[src/rtl/rit_pkg.sv]
// package for the integer to radix text block
// holds payload structs, divider handshake structs, constants and the glyph map
// no dependencies
package rit_pkg;

  localparam int VALUE_WIDTH = 32;
  localparam int IDX_W       = $clog2(VALUE_WIDTH);
  localparam int CNT_W       = $clog2(VALUE_WIDTH + 1);
  localparam int DIGIT_W     = 6;
  localparam int CHAR_W      = 7;

  localparam logic [DIGIT_W-1:0] MIN_BASE   = 6'd2;
  localparam logic [DIGIT_W-1:0] MAX_BASE   = 6'd36;
  localparam logic [DIGIT_W-1:0] DEC_DIGITS = 6'd10;
  localparam logic [CHAR_W-1:0]  CHAR_ZERO  = 7'h30;
  localparam logic [CHAR_W-1:0]  CHAR_A     = 7'h41;
  localparam logic [CHAR_W-1:0]  CHAR_MINUS = 7'h2D;

  typedef struct packed {
    logic [VALUE_WIDTH-1:0] value_bits;
    logic                   signed_mode;
    logic [5:0]             radix;
  } num_t;

  typedef struct packed {
    logic [CHAR_W-1:0] text_char;
    logic              last_char;
  } chr_t;

  typedef struct packed {
    logic                   start;
    logic [VALUE_WIDTH-1:0] dividend;
    logic [DIGIT_W-1:0]     divisor;
  } div_req_t;

  typedef struct packed {
    logic                   done;
    logic [VALUE_WIDTH-1:0] quotient;
    logic [DIGIT_W-1:0]     remainder;
  } div_rsp_t;

  function automatic logic [CHAR_W-1:0] glyph(input logic [DIGIT_W-1:0] d);
    logic [CHAR_W-1:0] c;
    if (d < DEC_DIGITS) begin
      c = CHAR_ZERO + {1'b0, d};
    end else begin
      c = CHAR_A + {1'b0, d - DEC_DIGITS};
    end
    return c;
  endfunction

endpackage

[src/rtl/rit_div.sv]
// restoring divider, one quotient bit per cycle, small divisor
// divides a VALUE_WIDTH dividend by a 6-bit divisor in VALUE_WIDTH steps
// depends on rit_pkg
module rit_div
  import rit_pkg::*;
(
  input  logic     clk,
  input  logic     rst,
  input  div_req_t req,
  output div_rsp_t rsp
);

  logic                   busy;
  logic                   done;
  logic [IDX_W-1:0]       cnt;
  logic [VALUE_WIDTH-1:0] quot;
  logic [DIGIT_W-1:0]     rem;
  logic [DIGIT_W-1:0]     dsr;

  logic [DIGIT_W:0]       shifted;
  logic [DIGIT_W:0]       diff;
  logic                   ge;

  // remainder stays below the divisor, so the shifted value fits in 7 bits
  assign shifted = {rem, quot[VALUE_WIDTH-1]};
  assign ge      = shifted >= {1'b0, dsr};
  assign diff    = shifted - {1'b0, dsr};

  always_ff @(posedge clk) begin
    if (rst) begin
      busy <= 1'b0;
      done <= 1'b0;
    end else begin
      done <= 1'b0;
      if (req.start && !busy) begin
        busy <= 1'b1;
        cnt  <= '0;
        quot <= req.dividend;
        rem  <= '0;
        dsr  <= req.divisor;
      end else if (busy) begin
        quot <= {quot[VALUE_WIDTH-2:0], ge};
        rem  <= ge ? diff[DIGIT_W-1:0] : shifted[DIGIT_W-1:0];
        cnt  <= cnt + 1'b1;
        if (cnt == IDX_W'(VALUE_WIDTH - 1)) begin
          busy <= 1'b0;
          done <= 1'b1;
        end
      end
    end
  end

  assign rsp.done      = done;
  assign rsp.quotient  = quot;
  assign rsp.remainder = rem;

  a_rem_below_divisor: assert property (@(posedge clk) disable iff (rst)
    done |-> (rem < dsr))
    else $error("remainder not below divisor");

endmodule

[src/rtl/integer_to_radix_text_top.sv]
// integer to radix text converter, top level with sequencer and output register
// instantiates rit_div; depends on rit_pkg
//
// channel | dir | handshake            | payload
// num     | in  | num_valid/num_ready  | value_bits, signed_mode, radix
// chr     | out | chr_valid/chr_ready  | text_char, last_char
//
// each digit is one pass of the bit-serial divider; after the last digit is stored,
// the first character is offered from the output register,
// then one character per cycle while chr_ready is high
// digits are held in a 32-entry register store and read back in reverse
// reset is synchronous and clears the sequencer, divider and output valid
// num_ready is high only between numbers; a stalled output holds its character
module integer_to_radix_text_top
  import rit_pkg::*;
(
  input  logic clk,
  input  logic rst,
  input  logic num_valid,
  output logic num_ready,
  input  num_t num,
  output logic chr_valid,
  input  logic chr_ready,
  output chr_t chr
);

  typedef enum logic [1:0] {S_IDLE, S_DIV, S_EMIT} state_t;

  state_t             state;
  logic [DIGIT_W-1:0] base;
  logic               minus;
  logic [CNT_W-1:0]   digit_count;
  logic [DIGIT_W-1:0] digit_store [VALUE_WIDTH];

  div_req_t               req;
  div_rsp_t               rsp;
  logic                   accept;
  logic [DIGIT_W-1:0]     base_next;
  logic                   neg;
  logic [VALUE_WIDTH-1:0] mag;
  logic [CNT_W-1:0]       count_inc;
  logic                   split_end;
  logic                   out_free;
  logic [CNT_W-1:0]       rd_ptr;

  assign num_ready = (state == S_IDLE);
  assign accept    = num_valid && num_ready;
  assign out_free  = !chr_valid || chr_ready;

  always_comb begin
    priority if (num.radix < MIN_BASE) begin
      base_next = MIN_BASE;
    end else if (num.radix > MAX_BASE) begin
      base_next = MAX_BASE;
    end else begin
      base_next = num.radix;
    end
  end

  assign neg = num.signed_mode && num.value_bits[VALUE_WIDTH-1];
  assign mag = neg ? (~num.value_bits + 1'b1) : num.value_bits;

  assign count_inc = digit_count + 1'b1;
  assign split_end = (rsp.quotient == '0) || (count_inc == CNT_W'(VALUE_WIDTH));
  assign rd_ptr    = digit_count - 1'b1;

  assign req.start    = accept || (state == S_DIV && rsp.done && !split_end);
  assign req.dividend = accept ? mag : rsp.quotient;
  assign req.divisor  = accept ? base_next : base;

  rit_div u_div (
    .clk (clk),
    .rst (rst),
    .req (req),
    .rsp (rsp)
  );

  always_ff @(posedge clk) begin
    if (rst) begin
      state       <= S_IDLE;
      minus       <= 1'b0;
      digit_count <= '0;
      chr_valid   <= 1'b0;
    end else begin
      if (state == S_EMIT && out_free) begin
        chr_valid <= 1'b1;
      end else if (chr_ready) begin
        chr_valid <= 1'b0;
      end
      unique case (state)
        S_IDLE: begin
          if (accept) begin
            base        <= base_next;
            minus       <= neg;
            digit_count <= '0;
            state       <= S_DIV;
          end
        end
        S_DIV: begin
          if (rsp.done) begin
            digit_store[digit_count[IDX_W-1:0]] <= rsp.remainder;
            digit_count <= count_inc;
            if (split_end) begin
              state <= S_EMIT;
            end
          end
        end
        S_EMIT: begin
          if (out_free) begin
            if (minus) begin
              chr.text_char <= CHAR_MINUS;
              chr.last_char <= 1'b0;
              minus         <= 1'b0;
            end else begin
              // most significant digit sits at the top of the store
              chr.text_char <= glyph(digit_store[rd_ptr[IDX_W-1:0]]);
              chr.last_char <= (digit_count == CNT_W'(1));
              digit_count   <= rd_ptr;
              if (digit_count == CNT_W'(1)) begin
                state <= S_IDLE;
              end
            end
          end
        end
        default: state <= S_IDLE;
      endcase
    end
  end

  a_emit_has_work: assert property (@(posedge clk) disable iff (rst)
    (state == S_EMIT) |-> (minus || digit_count != '0))
    else $error("emit state with nothing to send");

  a_count_bound: assert property (@(posedge clk) disable iff (rst)
    digit_count <= CNT_W'(VALUE_WIDTH))
    else $error("digit count beyond store depth");

  a_done_in_div: assert property (@(posedge clk) disable iff (rst)
    rsp.done |-> (state == S_DIV))
    else $error("divider finished outside the split phase");

  a_last_ends_number: assert property (@(posedge clk) disable iff (rst)
    (state == S_EMIT && out_free && !minus && digit_count == CNT_W'(1)) |=>
      (state == S_IDLE && chr_valid && chr.last_char))
    else $error("final character not marked");

endmodule

[config.mk]
export PLATFORM = sky130hd
export DESIGN_NAME = integer_to_radix_text_top
export DESIGN_NICKNAME = d
export VERILOG_FILES = /design/src/rtl/rit_pkg.sv /design/src/rtl/rit_div.sv /design/src/rtl/integer_to_radix_text_top.sv
export SDC_FILE = /design/constraint.sdc
export NUM_CORES = 1
export LEC_CHECK = 0
export ABC_AREA = 1
export BUFFER_PORTS_ARGS = -buffer_cell sky130_fd_sc_hd__buf_2
export CAP_MARGIN = 15
export CORE_UTILIZATION = 45
export CTS_CLUSTER_DIAMETER = 50
export CTS_CLUSTER_SIZE = 25
export DETAILED_ROUTE_END_ITERATION = 7
export PLACE_DENSITY_LB_ADDON = 0.12
export SLEW_MARGIN = 10
export SYNTH_ARGS = -nofsm -noshare
export SYNTH_HDL_FRONTEND = slang
export SYNTH_SLANG_ARGS = --single-unit
[constraint.sdc]
create_clock -name clk -period 7.3 [get_ports clk]
set_input_delay 0.365 -clock clk [delete_from_list [all_inputs] [get_ports clk]]
set_output_delay 0.365 -clock clk [all_outputs]
set_load 0.01 [all_outputs]
==> flow_summary.ini <==
[placed_design]
postPlaceCellArea_sq_um = 13420
dp_hpwl_mm = 19.94
count_of_input_and_output_buffers = 52
place_inst = 1667
global_placer_s_final_weighted_congestion = 0.9476

[timing]
tightestPinTransition_ps = 906.5
finalSetupViolCount = 0
timing_hold_violations_final = 0
post-route-min-period_ps = 3933
final.setup.tns_ps = 0
clock-skew-final_ps = 12.45
highest_clock_rate_mhz = 254.3
rsz0062_at_grt = false
fin_crit_sh = 0.5388
timing.slew.headroom = 0.3948
slew_viol_final = 0

[pwr]
power.static_leakage_nw = 5.500
totalPowerFinal_mw = 4.236
max-vdd-ir-drop_uv = 196.3
powerDensity_nw_per_um2 = 294.1

[synth]
synthAdderAreaFrac = 0.02473
syn_inst = 1276
yosysUniqueCellTypes = 48
synthArstFlopShare = 0
syn_area_sq_um = 12950
share_of_the_synthesized_area_in_the_top_cell_type = 0.5912
synth_top_cells_by_area = sky130_fd_sc_hd__edfxtp_1 59%, sky130_fd_sc_hd__nand2_1 8.6%, sky130_fd_sc_hd__nand3_1 5.7%
synth_top_family_by_area = simple AND/OR/NAND/NOR gates
syn_area_per_cell_sq_um = 10.15
yosysTopAreaCell = sky130_fd_sc_hd__edfxtp_1
synth_seq_area_share = 0.6097
syn_nets = 1344
yosys-top-cells-count = 298 x sky130_fd_sc_hd__nand2_1, 255 x sky130_fd_sc_hd__edfxtp_1, 152 x sky130_fd_sc_hd__nor2_1
post_synth_mux_area_share = 0.0007728
ys_dominant_reg_cell = sky130_fd_sc_hd__edfxtp_1
yosysWarnings = 0
synth_simple_gate_area_frac = 0.2166
synth-edff-count = 255
yosys_register_bits = 267
synthXorXnorAreaFrac = 0.02434
post-synth-top-count-cell = sky130_fd_sc_hd__nand2_1
synth_compound_area_frac = 0.06443

[drt]
routed_met2_length_mm = 15.33
drtAntennaViolNets = 0
route.met3.wl_mm = 1.578
detailedRoute.firstPassIterationCount = 6
postRouteWirelength_mm = 30.74
avgRoutedWirePerCell_um = 17.86
route.top_layer_used = met4
met1_length_mm = 13.36
remaining_drc_errors = 0
routed-via-count = 9031
drt_iter0_markers = 785
vias_per_cell = 5.248

[worst_hold_path]
min_delay_path_depth = 4
hp-start = chr_ready
hold-path-endpoint = chr_valid
holdCritPathClass = input port to register

[critical_path]
critical-path-max-stage-delay_ps = 670
criticalPathCategory = register to register
worst_setup_path_end_kind = register
crit_slowest_cell = sky130_fd_sc_hd__buf_4
required_ps = 7600
regToRegEndpoint = u_div.quot[24]
rr_startpoint = digit_count[0]
timing.critical_path.cells = buf_4 -> ha_1 -> nand2_1 -> nand2_1 -> o21ai_1 -> a21oi_1 -> nand3_1 -> o21a_1 -> nand2_1 -> nand2_1 -> nand2_2 -> buf_4 -> inv_2 -> nand2_1 -> nand2_1
worstPathMaxFanout = 66
setup.worst_path.start = digit_count[0]
reg2reg_setup_slack_ps = 3370
reg2reg_depth = 15
signal_arrival_time_at_the_worst_endpoint_ps = 4240
crit_path_frequent_cell = sky130_fd_sc_hd__nand2_1
critPathLaunchType = register

[clock_network]
htree_num_levels = 1
clock_latency_ps = 550
cts_root_buffer = sky130_fd_sc_hd__clkbuf_16
cts.path.max_buffers = 3
clk_pin_slew_worst_paths_ps = 70
cts_tree = yes
post_cts.resized_instances = 0
holdBufCountCts = 0
cts.sinks = 267
cts_bufs_inserted = 29
post_cts_buffers = 0

[floorplan]
core.rowCount = 61
die_width_um = 171.7
design.portCount = 53
start_util = 0.4624
chipHeight_um = 171.7
placeableCoreArea_sq_um = 28010
area_enclosed_by_the_die_boundary_sq_um = 29470

[cells_and_area]
syn_to_final_growth_pct = 11.18
antennaDiodeCount = 0
final-instance-count-excl-fill = 1721
post-route-util = 0.5141
final_net_count = 1388
share_of_layout_cells_above_drive_strength_1 = 0.1258
finish.instance_area_sq_um = 14400

[global_route]
global_route.usage.total = 0.2130
antenna_found_initial = 0
grt_first_pass_wirelength_mm = 47.91
grt_pass1_vias = 8612
globalRouteOverflowTotal = 0
grt_start_max_net_pins = 68

[flow_run]
drv_cap = 0

[run_status]
run_status = finished, final reports clean
==> area by class of cell <==
cell class                 instances  area (sq um)
inverter                         101         386.6
timing repair buffer              66         362.8
clock inverter                    24         255.2
multi-input combinational        855          4292
tap                              378         473.0
fill                            2562         13610
clock buffer                      30         729.5
sequential                       267          7901
==> power by group <==
part,total (mW),internal (mW),switching [mW]
clock network,1.49,0.829,0.662
registers,1.94,1.89,0.0455
logic,0.808,0.241,0.567
==> routing by layer <==
metal / vias to the layer above / GRT usage
li1: 4447 / -
met1: 4328 / 0.2814
met2: 219 / 0.3712
met3: 37 / 0.02945
met4: 0 / 0.04581
met5: - / 0
==> metrics by stage <==
stage / hold WS (ps) / setup WS, ps
6_report: 94.32 / 3367
5_1_grt: 114.5 / 3043
4_1_cts: 74.96 / 3417
3_5_place_dp: 501.6 / 3443
3_3_place_gp: 490.4 / 3485
2_1_floorplan: 469.4 / 3671
==> worst max-delay path by stage <==
| stage | endpoint | slack, ps | cells past startpoint |
|---|---|---|---|
| 6_report | u_div.quot[24] | 3370 | 15 |
| 5_1_grt | u_div.quot[31] | 3040 | 15 |
| 4_1_cts | u_div.quot[24] | 3420 | 15 |
| 3_5_place_dp | u_div.quot[28] | 3440 | 15 |
| 3_3_place_gp | u_div.quot[31] | 3490 | 15 |
| 2_1_floorplan | u_div.quot[0] | 3670 | 4 |
==> cells by family (layout without fill, tap and decap cells) <==
kind of cell               count (synthesis)  after routing
and+or+nand+nor                          649            649
DFF                                      267            267
buffers and inverters                    154            221
AOI/OAI and AO/OA                        144            144
xor gates and xnor gates                  36             36
adders and majority gates                 25             25
muxes                                      1              1
==> worst max-delay path, delay by kind of cell (launching register included) <==
family                     cells  cell delay, ps
and+or+nand+nor                8             890
AOI/OAI and AO/OA              3             370
buffers and inverters          3            1390
DFF                            1             630
adders and majority gates      1             300
==> placed cells by master, fill, tap and decap left out, types with 4 or more instances in the layout <==
master                      netlist  routed
sky130_fd_sc_hd__nand2_1        298     298
sky130_fd_sc_hd__edfxtp_1       255     255
sky130_fd_sc_hd__nor2_1         152     152
sky130_fd_sc_hd__nand3_1        148     148
sky130_fd_sc_hd__inv_1           91      91
sky130_fd_sc_hd__buf_2           18      53
sky130_fd_sc_hd__o21ai_0         50      49
sky130_fd_sc_hd__o21ai_1         33      33
sky130_fd_sc_hd__clkbuf_16        0      29
sky130_fd_sc_hd__a21oi_1         27      27
sky130_fd_sc_hd__xor2_1          27      27
sky130_fd_sc_hd__ha_1            24      23
sky130_fd_sc_hd__nand2_2         13      13
sky130_fd_sc_hd__buf_4            9      13
sky130_fd_sc_hd__dfxtp_1         12      11
sky130_fd_sc_hd__o21ai_2          9      10
sky130_fd_sc_hd__nand3_2          9       9
sky130_fd_sc_hd__nor4_1           9       9
sky130_fd_sc_hd__xnor2_1          9       9
sky130_fd_sc_hd__o211ai_1         7       7
sky130_fd_sc_hd__inv_2            6       6
sky130_fd_sc_hd__nand4_1          5       5
sky130_fd_sc_hd__clkinv_1         1       5
sky130_fd_sc_hd__clkinv_4         0       5
sky130_fd_sc_hd__inv_8            0       5
sky130_fd_sc_hd__nor2_2           4       4
sky130_fd_sc_hd__nor3_1           4       4
sky130_fd_sc_hd__inv_6            0       4
==> state kept, by name, summed over array words and instances (netlist names) <==
register,cells
base,6
chr,8
chr_valid,1
digit_count,6
digit_store,192
minus,1
state,2
u_div.busy,1
u_div.cnt,5
u_div.done,1
u_div.dsr,6
u_div.quot,32
u_div.rem,6
No activity file was read; power rests on OpenSTA's default activity.
